--- config.mk ---
export PLATFORM = sky130hd
export DESIGN_NAME = qrfm_ctrl
export DESIGN_NICKNAME = d
export VERILOG_FILES = /design/src/qrfm_pkg.sv /design/src/qrfm_ctrl.sv
export SDC_FILE = /design/constraint.sdc
export NUM_CORES = 1
export LEC_CHECK = 0
export ABC_CLOCK_PERIOD_IN_PS = 1300
export BUFFER_PORTS_ARGS = -buffer_cell sky130_fd_sc_hd__buf_2
export CAP_MARGIN = 5
export CORE_AREA = 2 2 39 41
export CTS_BUF_LIST = sky130_fd_sc_hd__clkbuf_16
export CTS_CLUSTER_SIZE = 12
export DETAILED_ROUTE_END_ITERATION = 7
export DIE_AREA = 0 0 41 43
export HOLD_SLACK_MARGIN = 0.06
export PLACE_DENSITY = 0.62
export REMOVE_ABC_BUFFERS = 1
export SYNTH_ARGS = -nofsm -noshare
export SYNTH_HDL_FRONTEND = slang
export SYNTH_SLANG_ARGS = --single-unit
--- constraint.sdc ---
create_clock -name clock -period 1.3 [get_ports clock]
set_input_delay 0.065 -clock clock [delete_from_list [all_inputs] [get_ports clock]]
set_output_delay 0.065 -clock clock [all_outputs]
set_load 0.02 [all_outputs]
--- src/qrfm_pkg.sv ---
// ============================================================================
// qrfm_pkg
// Shared types and constants for the replica-layer QUBO Metropolis flip block.
// ============================================================================
`default_nettype none

package qrfm_pkg;

   localparam int NUM_SPINS_DEF  = 64;
   localparam int NUM_LAYERS_DEF = 4;

   localparam int OP_W        = 2;
   localparam int LAYER_W     = 2;
   localparam int INDEX_W     = 6;
   localparam int LOAD_W      = 16;
   localparam int THRESHOLD_W = 24;
   localparam int ENERGY_W    = 40;
   localparam int GAIN_W      = 32;
   localparam int CLAMP_W     = 39;
   localparam int CSR_IDX_W   = 2;
   localparam int CSR_DATA_W  = 39;

   localparam logic [GAIN_W-1:0]  COUPLING_GAIN_RST   = 32'd65536;
   localparam logic [GAIN_W-1:0]  REPLICA_GAIN_RST    = 32'd0;
   localparam logic [GAIN_W-1:0]  INV_TEMPERATURE_RST = 32'd65536;
   localparam logic [CLAMP_W-1:0] CLAMP_LIMIT_RST     = 39'd65536000000;

   typedef enum logic [OP_W-1:0] {
      OP_LOAD_CPL  = 2'd0,
      OP_LOAD_SPIN = 2'd1,
      OP_FLIP      = 2'd2,
      OP_READ      = 2'd3
   } op_type;

   typedef enum logic [CSR_IDX_W-1:0] {
      CSR_COUPLING_GAIN   = 2'd0,
      CSR_REPLICA_GAIN    = 2'd1,
      CSR_INV_TEMPERATURE = 2'd2,
      CSR_CLAMP_LIMIT     = 2'd3
   } csr_index_type;

   typedef enum logic [3:0] {
      ST_IDLE,
      ST_DECODE,
      ST_RD_NEXT,
      ST_RD_PREV,
      ST_SWEEP,
      ST_DRAIN,
      ST_MUL_CG,
      ST_ADD,
      ST_CLAMP,
      ST_MUL_LO,
      ST_MUL_HI,
      ST_DECIDE,
      ST_DONE
   } state_type;

   typedef struct packed {
      logic [GAIN_W-1:0]  coupling_gain;
      logic [GAIN_W-1:0]  replica_gain;
      logic [GAIN_W-1:0]  inv_temperature;
      logic [CLAMP_W-1:0] clamp_limit;
   } cfg_type;

   typedef struct packed {
      logic capture;
      logic rd_next;
      logic rd_prev;
      logic sweep;
      logic mul_cg;
      logic add;
      logic clamp;
      logic mul_lo;
      logic mul_hi;
      logic decide;
      logic finish;
   } cmd_type;

   typedef struct packed {
      op_type op;
      logic   spin_ok;
      logic   sweep_last;
      logic   rsp_free;
   } status_type;

endpackage

`default_nettype wire

--- src/qrfm_ctrl.sv ---
// ============================================================================
// qrfm_ctrl
// Sequencer that steps one transaction at a time through the datapath.
// ============================================================================
`default_nettype none

module qrfm_ctrl import qrfm_pkg::*; (
   input  wire logic clock,
   input  wire logic reset,
   input  wire logic req_valid,
   input  status_type status,
   output cmd_type    cmd,
   output logic       req_stall
);

   state_type state_ff;
   state_type state_in;

   always_ff @(posedge clock) begin
      if (reset) begin
         state_ff <= ST_IDLE;
      end else begin
         state_ff <= state_in;
      end
   end

   always_comb begin
      state_in = state_ff;
      unique case (state_ff)
         ST_IDLE: begin
            if (req_valid) begin
               state_in = ST_DECODE;
            end
         end
         ST_DECODE: begin
            if (status.op == OP_FLIP && status.spin_ok) begin
               state_in = ST_RD_NEXT;
            end else begin
               state_in = ST_DONE;
            end
         end
         ST_RD_NEXT: state_in = ST_RD_PREV;
         ST_RD_PREV: state_in = ST_SWEEP;
         ST_SWEEP: begin
            if (status.sweep_last) begin
               state_in = ST_DRAIN;
            end
         end
         ST_DRAIN:  state_in = ST_MUL_CG;
         ST_MUL_CG: state_in = ST_ADD;
         ST_ADD:    state_in = ST_CLAMP;
         ST_CLAMP:  state_in = ST_MUL_LO;
         ST_MUL_LO: state_in = ST_MUL_HI;
         ST_MUL_HI: state_in = ST_DECIDE;
         ST_DECIDE: state_in = ST_DONE;
         ST_DONE: begin
            if (status.rsp_free) begin
               state_in = ST_IDLE;
            end
         end
         default: state_in = ST_IDLE;
      endcase
   end

   always_comb begin
      cmd       = '0;
      req_stall = 1'b1;
      unique case (state_ff)
         ST_IDLE: begin
            req_stall   = 1'b0;
            cmd.capture = req_valid;
         end
         ST_RD_NEXT: cmd.rd_next = 1'b1;
         ST_RD_PREV: cmd.rd_prev = 1'b1;
         ST_SWEEP:   cmd.sweep   = 1'b1;
         ST_MUL_CG:  cmd.mul_cg  = 1'b1;
         ST_ADD:     cmd.add     = 1'b1;
         ST_CLAMP:   cmd.clamp   = 1'b1;
         ST_MUL_LO:  cmd.mul_lo  = 1'b1;
         ST_MUL_HI:  cmd.mul_hi  = 1'b1;
         ST_DECIDE:  cmd.decide  = 1'b1;
         ST_DONE:    cmd.finish  = status.rsp_free;
         default: begin
         end
      endcase
   end

endmodule

`default_nettype wire

==> out/metrics.cfg <==
[outcome]
run_status=finished clean

[yosys]
synth.distinct_cells=22
synthTopCellsByArea=dfxtp_1 (22%), nor2_1 (9.5%), buf_6 (6.3%)
synthArstFlopShare=0
synth_seq_area_share=0.225
netlist_instances=45
synth_most_common_cell=nor2_1
synth_top_area_frac=0.225
postSynthAreaPerCell_um2=7.92
yosysTopAreaCell=dfxtp_1
yosysWarnings=0
ys_top_cells_by_count=nor2_1 (9), dfxtp_1 (4), nor3_1 (4)
ys_seq_elements=4
synth_enable_flop_cells=0
synth_flop_cell=dfxtp_1
netlist_area_um2=357

[setup_path]
r2r-start=state_ff[2]$_SDFFE_PP0P_
cp.required_ns=1.24
crit_type=register to output port
r2r_setup_slack_ns=0.26
cp-endpoint=cmd[0]
start_kind=register
reg2regPathDepth=3
worstReg2RegEnd=state_ff[0]$_SDFFE_PP0P_
crit_path_start=state_ff[1]$_SDFFE_PP0P_
arrival_ns=1.15
path_max_fanout=9
critPathCaptureType=output port

[cells_and_area]
multi_input_comb_area_um2=241
diodes=0
fillers=142
area_growth_pct=56.8
stdcell_count=84
regMostFlops=state_ff
largest_registers=state_ff (4)
layout-drive-gt1-share=0.500
largest_register_ffs=4
regArea_um2=87.6
nNetsFinal=78

[place]
portBuffers=19
gp_congestion=0.751
dp.cells=80
place_hpwl_um=673

[grt]
gr-total-overflow=0
grt_pass1_wl_um=1490
grt_max_degree=13
grt_usage=0.131
grt_pass1_vias=351
antenna_found_initial=0

[die]
rows=14
die_y_um=43
initial_core_util=0.258
pin_count=20
die-area_um2=1760
die_x_um=41
core_um2=1380

[routing]
drt_iter0_markers=13
vias_per_cell=4.80
avgRoutedWirePerCell_um=10.9
ant_nets=0
via_count=403
drt_drc_violations_left=0
dr.pass1.iters=4
drt_wl_total_um=916

[sta]
skew_ns=0.00183
slew_viol_final=0
finalSetupTns_ns=0
fin_crit_sh=0.935
rsz0062_at_grt=false
max_slew_margin=0.808
setup_violations=0
tightest_slew_ns=0.287
max_freq_ghz=0.823
hold_viol=0
fin_crit_ns=1.21

[clock_network]
cts.clk_slew.worst_paths_ns=0.03
cts_buffer_depth=2
post_cts_buffers=0
ctsRootBufferMaster=clkbuf_16
clkLatencyLatePin_ns=0.23
clock-sinks=4
h-tree-depth=1
cts_tree=built
cts_buffers=3

[pwr]
power_density_nw_per_um2=2270
irDropWorstVdd_uv=943
p_leak_nw=0.256

[job]
maxCapViolations=0

[worst_hold_path]
worstHoldPathType=input port to register

-- layout by cell type (no fill, tap or decap), drive strengths merged --
cell and n:
nor2b 2, nor2 9, a221oi 2, a2111oi 1, nor3b 1, o31ai 2
nor3 5, and3 1, o21ai 1, a21boi 1, dlygate4sd3 1, nand3b 3
nand2b 3, clkbuf 3, buf 23, nand2 3, a21oi 2, nor4b 1
dfxtp 4
-- report_power, final --
part / internal (mW) / switching (mW) / total (mW)
Clock: 0.395 / 0.103 / 0.498
Sequential: 0.175 / 0.110 / 0.286
Combinational: 0.220 / 0.266 / 0.486
-- layer usage --
metal  share of wire  wire length [um]  vias up  global-route usage
met5               0                 0        -                   0
met4           0.029                27        0               0.120
met1            0.46               423      177               0.187
li1                -                 -      209                   -
met3           0.053                49        2              0.0314
met2            0.45               416       15               0.150
-- through the flow --
stage                util  power (mW)  hold WS (ns)  worst slack [ns]  cell area, um2
floorplan               -       0.575         0.135           -0.0674             322
global placement    0.337       0.758         0.295             0.114             467
detailed placement  0.337       0.762         0.295             0.134             467
CTS                 0.401        1.27         0.173            0.0262             556
global route        0.404        1.35         0.204            0.0182             559
finish              0.404        1.27         0.177            0.0850             559
-- repair_timing --
item,4_1_cts,5_1_grt
hold buffers,1,0
endpoints found under the hold margin,1,0
resized for setup,3,2
pin swaps,0,0
setup endpoints to repair,8,8
-- critical path, stage by stage (launching register included) --
cell      delay, ns
dfxtp_2        0.37
buf_4          0.17
nand3b_1       0.15
nor2_1         0.07
buf_2          0.16
-- worst min-delay path by stage --
stage | from | to | cells after the start
4_1_cts | status[3] | state_ff[1]$_SDFFE_PP0P_ | 3
3_5_place_dp | reset | state_ff[2]$_SDFFE_PP0P_ | 2
2_1_floorplan | reset | state_ff[2]$_SDFFE_PP0P_ | 1
3_3_place_gp | reset | state_ff[2]$_SDFFE_PP0P_ | 2
5_1_grt | status[4] | state_ff[1]$_SDFFE_PP0P_ | 3
6_report | status[3] | state_ff[1]$_SDFFE_PP0P_ | 3
-- area by class of cell --
cell class,count,area share
sequential,4,0.157
timing repair buffer,24,0.242
tap,16,0.0358
multi-input combinational,37,0.432
clock buffer,3,0.134
-- logic make-up after synthesis --
logic type / Yosys count / synth area share
AND/OR/NAND/NOR: 28 / 0.425
flip-flops: 4 / 0.225
AO/OA/AOI/OAI: 9 / 0.253
buffers and inverters: 4 / 0.0982
(Power assumes the default switching activity.)
