## src/qrfm_pkg.sv

```systemverilog
// ============================================================================
// qrfm_pkg
// Shared types and constants for the replica-layer QUBO Metropolis flip block.
// ============================================================================
`default_nettype none

package qrfm_pkg;

   localparam int NUM_SPINS_DEF  = 64;
   localparam int NUM_LAYERS_DEF = 4;

   localparam int OP_W        = 2;
   localparam int LAYER_W     = 2;
   localparam int INDEX_W     = 6;
   localparam int LOAD_W      = 16;
   localparam int THRESHOLD_W = 24;
   localparam int ENERGY_W    = 40;
   localparam int GAIN_W      = 32;
   localparam int CLAMP_W     = 39;
   localparam int CSR_IDX_W   = 2;
   localparam int CSR_DATA_W  = 39;

   localparam logic [GAIN_W-1:0]  COUPLING_GAIN_RST   = 32'd65536;
   localparam logic [GAIN_W-1:0]  REPLICA_GAIN_RST    = 32'd0;
   localparam logic [GAIN_W-1:0]  INV_TEMPERATURE_RST = 32'd65536;
   localparam logic [CLAMP_W-1:0] CLAMP_LIMIT_RST     = 39'd65536000000;

   typedef enum logic [OP_W-1:0] {
      OP_LOAD_CPL  = 2'd0,
      OP_LOAD_SPIN = 2'd1,
      OP_FLIP      = 2'd2,
      OP_READ      = 2'd3
   } op_type;

   typedef enum logic [CSR_IDX_W-1:0] {
      CSR_COUPLING_GAIN   = 2'd0,
      CSR_REPLICA_GAIN    = 2'd1,
      CSR_INV_TEMPERATURE = 2'd2,
      CSR_CLAMP_LIMIT     = 2'd3
   } csr_index_type;

   typedef enum logic [3:0] {
      ST_IDLE,
      ST_DECODE,
      ST_RD_NEXT,
      ST_RD_PREV,
      ST_SWEEP,
      ST_DRAIN,
      ST_MUL_CG,
      ST_ADD,
      ST_CLAMP,
      ST_MUL_LO,
      ST_MUL_HI,
      ST_DECIDE,
      ST_DONE
   } state_type;

   typedef struct packed {
      logic [GAIN_W-1:0]  coupling_gain;
      logic [GAIN_W-1:0]  replica_gain;
      logic [GAIN_W-1:0]  inv_temperature;
      logic [CLAMP_W-1:0] clamp_limit;
   } cfg_type;

   typedef struct packed {
      logic capture;
      logic rd_next;
      logic rd_prev;
      logic sweep;
      logic mul_cg;
      logic add;
      logic clamp;
      logic mul_lo;
      logic mul_hi;
      logic decide;
      logic finish;
   } cmd_type;

   typedef struct packed {
      op_type op;
      logic   spin_ok;
      logic   sweep_last;
      logic   rsp_free;
   } status_type;

endpackage

`default_nettype wire

```

## src/qrfm_csr.sv

```systemverilog
// ============================================================================
// qrfm_csr
// Configuration registers: gains, inverse temperature and energy clamp.
// ============================================================================
`default_nettype none

module qrfm_csr import qrfm_pkg::*; (
   input  wire logic                  clock,
   input  wire logic                  reset,
   input  wire logic                  csr_wr_en,
   input  wire logic [CSR_IDX_W-1:0]  csr_index,
   input  wire logic [CSR_DATA_W-1:0] csr_wr_data,
   output cfg_type                    cfg
);

   cfg_type cfg_ff;

   always_ff @(posedge clock) begin
      if (reset) begin
         cfg_ff.coupling_gain   <= COUPLING_GAIN_RST;
         cfg_ff.replica_gain    <= REPLICA_GAIN_RST;
         cfg_ff.inv_temperature <= INV_TEMPERATURE_RST;
         cfg_ff.clamp_limit     <= CLAMP_LIMIT_RST;
      end else if (csr_wr_en) begin
         unique case (csr_index_type'(csr_index))
            CSR_COUPLING_GAIN:   cfg_ff.coupling_gain   <= csr_wr_data[GAIN_W-1:0];
            CSR_REPLICA_GAIN:    cfg_ff.replica_gain    <= csr_wr_data[GAIN_W-1:0];
            CSR_INV_TEMPERATURE: cfg_ff.inv_temperature <= csr_wr_data[GAIN_W-1:0];
            CSR_CLAMP_LIMIT:     cfg_ff.clamp_limit     <= csr_wr_data[CLAMP_W-1:0];
         endcase
      end
   end

   assign cfg = cfg_ff;

endmodule

`default_nettype wire

```

## config.mk

```make
export PLATFORM = sky130hd
export DESIGN_NAME = qrfm_csr
export DESIGN_NICKNAME = d
export VERILOG_FILES = /design/src/qrfm_pkg.sv /design/src/qrfm_csr.sv
export SDC_FILE = /design/constraint.sdc
export NUM_CORES = 1
export LEC_CHECK = 0
export BUFFER_PORTS_ARGS = -buffer_cell sky130_fd_sc_hd__buf_2
export CORE_MARGIN = 2
export CORE_UTILIZATION = 45
export CTS_CLUSTER_DIAMETER = 40
export DETAILED_ROUTE_END_ITERATION = 8
export GPL_ROUTABILITY_DRIVEN = 0
export PLACE_DENSITY = 0.72
export SETUP_SLACK_MARGIN = 0.02
export SYNTH_ARGS = -nofsm -noshare
export SYNTH_HDL_FRONTEND = slang
export SYNTH_SLANG_ARGS = --single-unit
```

## constraint.sdc

```tcl
create_clock -name clock -period 4 [get_ports clock]
set_clock_uncertainty 0.15 [all_clocks]
set_input_delay 1.2 -clock clock [delete_from_list [all_inputs] [get_ports clock]]
set_output_delay 1.2 -clock clock [all_outputs]
set_load 0.005 [all_outputs]
```

==> results.toml, run 1 <==
[timing]
tightest_slew_ns = 0.837
setup_total_negative_slack_ns = 0
final.min_clock_period_ns = 2.38
finalMaxSlewViolations = 0
max_slew_margin_pct = 43.9
final_critical_path_share_of_the_clock_period_pct = 59.5
hold_viol = 0
achievable-frequency_ghz = 0.420
setup_repair_after_global_routing_missed_its_margin = "false"
fin_ws_ns = 1.62
setup_viol = 0

[clock_network]
ctsHoldBuffers = 0
cts_buffers = 17
number_of_instances_resized_during_post_cts_repair = 0
clk_transition_reported_paths_ns = 0.05
postCtsSetupBuffers = 0
clock_tree.root_cell = "sky130_fd_sc_hd__clkbuf_16"
cts_tree = "yes"
clock_sink_count = 135
cts_max_path_buffers = 2
clk-insertion-delay-late_ns = 0.41
cts.htree.levels = 4

[detailed_routing]
wl_mm = 12.7
initialDrtViolationCount = 214
drc = 0
wire_per_inst_um = 15.5
detailed_routing_iterations_pass_1 = 4
vias_per_cell = 4.82
via_count = 3928
detail-route-antenna-nets = 0

[cells_and_area]
fin_area_mm2 = 0.00691
post_route_cells_drive_above_1_share_pct = 32.3
antennaDiodeCount = 0
num-nets-final = 700
final_core_util_pct = 58.2
layout-area-overhead-vs-synth_pct = 27.7
final_cell_count_no_fill = 815
largest_reg_flops = 135

[die]
ios = 179
die_x_um = 114
y_dimension_of_the_die_um = 114
fp.coreArea_mm2 = 0.0119
start_util_pct = 45.6
floorplan.die_area_mm2 = 0.0129
num_rows = 40

[min_path]
holdCritPathClass = "reg2reg"

[run_status]
run_status = "finished, final reports clean"

[critical_path]
critical_path_required_ns = 4.11
critical_path.max_stage_delay_ns = 0.53
timing.critical_path.to_type = "flip-flop"
startpoint_types = "primary input"
path_cells = "buf_4 -> buf_12 -> nand2b_1 -> mux2i_1"
cp.arrival_ns = 2.49
crit_path_max_fanout = 93
top_family_by_delay_on_critical_path = "buffers and inverters"
timing.critical_path.buf_inv = 2
critPathKind = "in2reg"
slowest_stage = "sky130_fd_sc_hd__buf_4"

[grt]
total_gr_overflow = 0
grt_max_degree = 94
grt_util_all_layers_pct = 20.4
number_of_antenna_violations_at_the_first_check_in_global_routing = 1
grt_pass1_vias = 4031
grt_pass1_wl_mm = 20.6

[pwr]
p_leak_nw = 3.54
powerDensity_mw_per_mm2 = 459
vdd_ir_drop_max_v = 0.000206

[place]
placement.cell_area_mm2 = 0.00633
place_ws_ns = 1.20
port_buffers = 178
numPlacedInstances = 784
dp.final_hpwl_mm = 8.86

[yosys]
syn-mean-instance-area_um2 = 11.1
post_synth_num_cell_types = 16
seq_area_frac_synth_pct = 50.0
post_synth_inst_count = 488
synth-warning-count = 0
mappedNetlistNets = 532
yosys_register_bits = 135
post_synth_instance_area_mm2 = 0.00541

[flow_run]
max-cap-violations = 0
==> path summary, 6_finish.rpt <==
check / startpoint / endpoint / slack (ns) / cells after the start
worst min-delay path: cfg[12] / cfg[12] / 0.32 / 2
worst max-delay path: reset / cfg[121] / 1.62 / 4
worst min register to register: cfg[12] / cfg[12] / 0.32 / 2
worst max register to register: cfg[88] / cfg[88] / 3.21 / 2
==> logic make-up (layout without fill, tap and decap cells) <==
kind of cell  Yosys count  in the layout  share of synthesized area, %
simple gates          185            185                          21.1
mux                   135            135                          25.0
flops                 135            135                          50.0
buf+inv                33            213                          3.98
==> layer usage <==
layer,track usage [%],wire (um),up-vias
li1,-,-,1939
met5,0,7,-
met1,25.6,5650,1848
met4,8.70,196,2
met2,33.1,6080,121
met3,5.47,736,18
==> synth_stat cells <==
master / count / area [um2]
sky130_fd_sc_hd__nand3b_1: 1 / 7.51
sky130_fd_sc_hd__nand2b_1: 161 / 1010
sky130_fd_sc_hd__or3b_1: 1 / 8.76
sky130_fd_sc_hd__clkbuf_1: 16 / 60.1
sky130_fd_sc_hd__buf_4: 5 / 37.5
sky130_fd_sc_hd__nor2_1: 17 / 63.8
sky130_fd_sc_hd__dfxtp_1: 135 / 2700
sky130_fd_sc_hd__mux2i_1: 135 / 1350
sky130_fd_sc_hd__nor3b_4: 1 / 18.8
sky130_fd_sc_hd__and3b_2: 1 / 10.0
sky130_fd_sc_hd__nand3b_2: 1 / 11.3
sky130_fd_sc_hd__and3_2: 1 / 7.51
sky130_fd_sc_hd__buf_2: 4 / 20.0
sky130_fd_sc_hd__nand3_1: 1 / 5.00
sky130_fd_sc_hd__buf_6: 6 / 67.6
sky130_fd_sc_hd__buf_8: 2 / 30.0
==> power by group <==
group          internal (mW)  total, mW  switching, mW
clock network          0.957       1.51          0.553
logic                  0.123      0.244          0.122
registers               1.39       1.42         0.0245
==> stage by stage <==
step	power (mW)	hold WS [ns]
finish	3.17	0.320
global route	3.31	0.339
global placement	1.69	0.307
detailed placement	1.69	0.316
floorplan	1.59	0.315
CTS	3.21	0.326
==> final cells by class <==
type / instances / area [um2]
clock buffer: 22 / 474
clock inverter: 9 / 100
fill: 1055 / 4960
multi-input combinational: 320 / 2500
sequential: 135 / 2700
tap: 147 / 184
timing repair buffer: 182 / 948
==> worst register-to-register path, delay by kind of cell, from the launching register on <==
kind | cells | cell delay, ns
flops | 1 | 0.35
mux | 1 | 0.15
simple gates | 1 | 0.06
==> placed cells by master (no fill, tap or decap) <==
cell type                      n
sky130_fd_sc_hd__nand3b_1      1
sky130_fd_sc_hd__clkinvlp_4    2
sky130_fd_sc_hd__nand3b_2      1
sky130_fd_sc_hd__and3b_2       1
sky130_fd_sc_hd__and3_2        1
sky130_fd_sc_hd__or3b_1        1
sky130_fd_sc_hd__dfxtp_1     135
sky130_fd_sc_hd__clkbuf_16    17
sky130_fd_sc_hd__nand3_2       1
sky130_fd_sc_hd__buf_4         3
sky130_fd_sc_hd__bufinv_16     2
sky130_fd_sc_hd__nor3b_4       1
sky130_fd_sc_hd__clkinv_2      5
sky130_fd_sc_hd__clkbuf_1      2
sky130_fd_sc_hd__mux2i_1     135
sky130_fd_sc_hd__buf_12        2
sky130_fd_sc_hd__nand2b_1    161
sky130_fd_sc_hd__nor2_1       17
sky130_fd_sc_hd__buf_2       177
sky130_fd_sc_hd__clkbuf_8      3
Power figures use the tool's default switching activity.
==> run 2, diff against run 1 <==
Clock period 4 ns to 2.3 ns, I/O delays scaled along.
==> run 2 against run 1 <==
Net effect: routed wire length decreased by 1.1%; worst hold slack got worse by 0.0031 ns; sequential power increased by 74%; combinational power up 79%; flip-flop and latch count is the same; sequential share of layout area fell by 0.41 points; utilization up 0.61 points; final area rose by 1.1%; critical endpoint is now cfg[1]; largest power group unchanged.
==> results.toml, run 2 (same netlist as run 1, synthesis figures left out) <==
[place]
port_buffers = 178
dp.final_hpwl_mm = 8.86

[detailed_routing]
drc = 0
via_count = 3970
wl_mm = 12.5
detail-route-antenna-nets = 0
initialDrtViolationCount = 175
vias_per_cell = 4.83
detailed_routing_iterations_pass_1 = 4
wire_per_inst_um = 15.2

[cells_and_area]
final_cell_mix = "sky130_fd_sc_hd__buf_2, sky130_fd_sc_hd__nand2b_1, sky130_fd_sc_hd__mux2i_1, sky130_fd_sc_hd__dfxtp_1"
num-nets-final = 707
largest_reg_flops = 135
antennaDiodeCount = 0
final_common_cell = "sky130_fd_sc_hd__buf_2"
post_route_cells_drive_above_1_share_pct = 32.7
layout-area-overhead-vs-synth_pct = 29.0

[clock_network]
clock_sink_count = 135
clk_transition_reported_paths_ns = 0.06
cts.htree.levels = 4
cts_max_path_buffers = 2
cts_buffers = 17
cts_tree = "yes"
postCtsSetupBuffers = 0
clock_tree.root_cell = "sky130_fd_sc_hd__clkbuf_16"
number_of_instances_resized_during_post_cts_repair = 0
ctsHoldBuffers = 0
clk-insertion-delay-late_ns = 0.41

[die]
floorplan.die_area_mm2 = 0.0129
start_util_pct = 45.6
ios = 179
fp.coreArea_mm2 = 0.0119
y_dimension_of_the_die_um = 114
die_x_um = 114
num_rows = 40

[timing]
achievable-frequency_ghz = 0.575
hold_viol = 0
final.min_clock_period_ns = 1.74
finalMaxSlewViolations = 0
tightest_slew_ns = 0.574
hold_ws_ns = 0.317
setup_repair_after_global_routing_missed_its_margin = "false"
final_critical_path_share_of_the_clock_period_pct = 75.6
setup_viol = 0
max_slew_margin_pct = 61.7
setup_total_negative_slack_ns = 0

[grt]
grt_pass1_wl_mm = 19.7
grt_use_met1_pct = 23.1
global_route.usage.met3_pct = 5.53
total_gr_overflow = 0
grt_util_all_layers_pct = 19.5
met2_usage_pct = 33.3
number_of_antenna_violations_at_the_first_check_in_global_routing = 0
grt_max_degree = 49
grt_pass1_vias = 3958
global_route.peak_usage_layer = "met2"

[critical_path]
slowest_stage = "sky130_fd_sc_hd__dfxtp_1"
startpoint_types = "flip-flop"
r2r_start = "cfg[49]"
critical_path.max_stage_delay_ns = 0.36
worst_r2r_path_depth = 2
number_of_logic_stages_on_the_critical_path_including_buffering = 1
critPathLaunch = "cfg[1]"
timing.critical_path.to_type = "output port"
top_family_by_delay_on_critical_path = "flip-flops"
worstSetupEndpoint = "cfg[1]"
path_cells = "buf_2"
timing.critical_path.buf_inv = 1
critical_path_required_ns = 1.46
reg2reg_setup_slack_ns = 1.52
cp.arrival_ns = 0.90
crit_path_max_fanout = 2
worstReg2RegEnd = "cfg[49]"
critPathKind = "reg2out"

[pwr]
seq_power_share_pct = 45.1
p_leak_nw = 3.57
netsw_mw = 1.21
sw_ratio_pct = 22.2
powerDensity_mw_per_mm2 = 784
intPower_mw = 4.26
power.clock.fraction_pct = 46.9
pwr-share-comb_pct = 8.0
vdd_ir_drop_max_v = 0.000385

[run_status]
run_status = "finished, final reports clean"

[min_path]
holdCritPathClass = "reg2reg"

[flow_run]
max-cap-violations = 0
==> run 2: cell count changes in the layout (fill, tap and decap cells not counted), sizes merged <==
| cell | previous run | this run |
|---|---|---|
| clkinvlp | 2 | 3 |
| buf | 182 | 189 |
| clkinv | 5 | 4 |
==> run 2: cell type report <==
class,count,area (um2)
fill,1038,4880
sequential,135,2700
multi-input combinational,320,2500
timing repair buffer,189,1040
clock buffer,22,454
tap,147,184
clock inverter,9,103
==> run 2: power groups by stage <==
| stage | clock network [mW] | registers (mW) | logic [mW] |
|---|---|---|---|
| finish | 2.57 | 2.47 | 0.437 |
| global route | 2.71 | 2.47 | 0.476 |
| CTS | 2.61 | 2.47 | 0.443 |
| detailed placement | 0 | 2.52 | 0.441 |
| global placement | 0 | 2.51 | 0.431 |
| floorplan | 0 | 2.52 | 0.249 |
==> run 2: layer usage <==
layer	vias to the layer above	part of all wire, %
li1	1954	-
met1	1892	44
met2	110	49
met3	14	5.3
met4	0	1.3
met5	-	0
==> run 2: worst min-delay path by stage <==
stage | start | endpoint | slack [ns] | cells after the start
3_5_place_dp | cfg[100] | cfg[100] | 0.31 | 2
3_3_place_gp | cfg[104] | cfg[104] | 0.31 | 2
5_1_grt | cfg[131] | cfg[131] | 0.34 | 2
6_report | cfg[114] | cfg[114] | 0.32 | 2
4_1_cts | cfg[114] | cfg[114] | 0.32 | 2
2_1_floorplan | cfg[123] | cfg[123] | 0.31 | 2
==> run 2: per-stage QoR <==
| stage | setup slack [ns] | power (mW) | util (%) | cells | area (um2) |
|---|---|---|---|---|---|
| 2_1_floorplan | 0.684 | 2.77 | - | 488 | 5410 |
| 3_3_place_gp | 0.348 | 2.94 | 54.1 | 791 | 6420 |
| 3_5_place_dp | 0.323 | 2.96 | 54.1 | 791 | 6420 |
| 4_1_cts | 0.552 | 5.52 | 58.8 | 822 | 6980 |
| 5_1_grt | 0.533 | 5.66 | 58.8 | 822 | 6980 |
| 6_report | 0.562 | 5.47 | 58.8 | 822 | 6980 |
==> run 3, diff against run 2 <==
Clock period 2.3 ns to 1.8 ns, I/O delays scaled along.
==> run 3 against run 2 <==
Net effect: non-clock buffer count is the same; utilization rose by 0.084 points; final area increased by 0.14%; worst setup slack lost 0.33 ns; clock power rose by 26%; critical endpoint is now cfg[134]; first-iteration DRC count up 19%; sequential power rose by 28%; sequential share of layout area down 0.055 points; combinational power increased by 29%; cell count increased by 0.12%; die area did not move; via count fell by 1.1%.
==> results.toml, run 3 (same netlist as run 1, synthesis figures left out) <==
[detailed_routing]
wire_per_inst_um = 15.4
detail-route-antenna-nets = 0
vias_per_cell = 4.77
via_count = 3928
detailed_routing_iterations_pass_1 = 4
wl_mm = 12.6
drc = 0
initialDrtViolationCount = 208

[grt]
grt_max_degree = 70
total_gr_overflow = 0
grt_pass1_vias = 3976
number_of_antenna_violations_at_the_first_check_in_global_routing = 0
grt_util_all_layers_pct = 19.6
grt_pass1_wl_mm = 19.9

[pwr]
p_leak_nw = 3.57
sw_ratio_pct = 22.4
power.clock.fraction_pct = 46.5
seq_power_share_pct = 45.4
pwr-share-comb_pct = 8.1
vdd_ir_drop_max_v = 0.000517
intPower_mw = 5.39
netsw_mw = 1.56
powerDensity_mw_per_mm2 = 993

[cells_and_area]
fin_area_mm2 = 0.00699
num-nets-final = 707
multiInputGateArea_mm2 = 0.00250
layout-area-overhead-vs-synth_pct = 29.2
final_common_cell = "sky130_fd_sc_hd__buf_2"
final_cell_mix = "sky130_fd_sc_hd__buf_2, sky130_fd_sc_hd__nand2b_1, sky130_fd_sc_hd__mux2i_1, sky130_fd_sc_hd__dfxtp_1"
final_cell_count_no_fill = 823
post_route_cells_drive_above_1_share_pct = 32.8
register_area_mm2 = 0.00270
antennaDiodeCount = 0
largest_reg_flops = 135
n_fill_cell = 1030

[critical_path]
cp.arrival_ns = 0.88
path_cells = "buf_2"
r2r_start = "cfg[9]"
critPathLaunch = "cfg[134]"
top_family_by_delay_on_critical_path = "flip-flops"
crit_path_max_fanout = 2
timing.critical_path.to_type = "output port"
timing.critical_path.buf_inv = 1
reg2reg_setup_slack_ns = 1.01
critical_path.max_stage_delay_ns = 0.33
slowest_stage = "sky130_fd_sc_hd__dfxtp_1"
startpoint_types = "flip-flop"
critPathKind = "reg2out"
critical_path_required_ns = 1.11

[clock_network]
cts_buffers = 17
postCtsSetupBuffers = 0
cts_tree = "yes"
ctsHoldBuffers = 0
clock_sink_count = 135
cts.htree.levels = 4
clock_tree.root_cell = "sky130_fd_sc_hd__clkbuf_16"
cts_max_path_buffers = 2
number_of_instances_resized_during_post_cts_repair = 0
clk_transition_reported_paths_ns = 0.05
clk-insertion-delay-late_ns = 0.40

[timing]
setup_viol = 0
finalMaxSlewViolations = 0
fin_ws_ns = 0.229
setup_repair_after_global_routing_missed_its_margin = "false"
achievable-frequency_ghz = 0.636
final_critical_path_share_of_the_clock_period_pct = 87.3
hold_viol = 0
final.min_clock_period_ns = 1.57
setup_total_negative_slack_ns = 0
tightest_slew_ns = 0.412
max_slew_margin_pct = 72.5

[place]
placement.cell_area_mm2 = 0.00643
port_buffers = 178
dp.final_hpwl_mm = 8.89
numPlacedInstances = 791
place_ws_ns = 0.132

[flow_run]
max-cap-violations = 0

[die]
fp.coreArea_mm2 = 0.0119
y_dimension_of_the_die_um = 114
die_x_um = 114
start_util_pct = 45.6
num_rows = 40
ios = 179
floorplan.die_area_mm2 = 0.0129

[run_status]
run_status = "finished, final reports clean"

[min_path]
hold_start = "csr_wr_data[34]"
holdCritPathClass = "in2reg"
-- run 3: power by group through the flow --
stage | clock (mW) | combinational, mW | sequential [mW]
floorplan | 0 | 0.318 | 3.22
global placement | 0 | 0.554 | 3.21
detailed placement | 0 | 0.570 | 3.21
CTS | 3.29 | 0.572 | 3.15
global route | 3.42 | 0.617 | 3.16
finish | 3.23 | 0.564 | 3.15
-- run 3: area by class of cell --
cell class / instances / area share [%]
Clock buffer: 24 / 6.89
Clock inverter: 8 / 1.04
Multi-Input combinational cell: 320 / 35.7
Sequential cell: 135 / 38.7
Tap cell: 147 / 2.63
Timing Repair Buffer: 189 / 15.0
-- run 3: per-stage QoR --
stage                     hold slack (ns)  utilization, %  power (mW)
after global routing                0.252            58.9        7.20
after global placement              0.305            54.2        3.76
final                               0.245            58.9        6.94
after floorplan                     0.315               -        3.54
after detailed placement            0.308            54.2        3.78
after CTS                           0.228            58.9        7.01
-- run 3: metal layers --
layer	track usage [%]	share of wire [%]	vias up
li1	-	-	1958
met1	24.5	45	1849
met2	31.9	48	105
met3	5.90	5.2	16
met4	7.64	1.7	0
met5	0	0	-
-- run 3: worst paths after layout --
| path | endpoint | depth (start not counted) |
|---|---|---|
| max | cfg[134] | 1 |
| min | cfg[34] | 3 |
| max reg2reg | cfg[9] | 2 |
| min reg2reg | cfg[19] | 2 |
-- run 3: worst register-to-register path, delay by kind of cell, from the launching register on --
kind,cells,cell delay [ns]
DFF,1,0.34
muxes,1,0.16
and+or+nand+nor,1,0.06
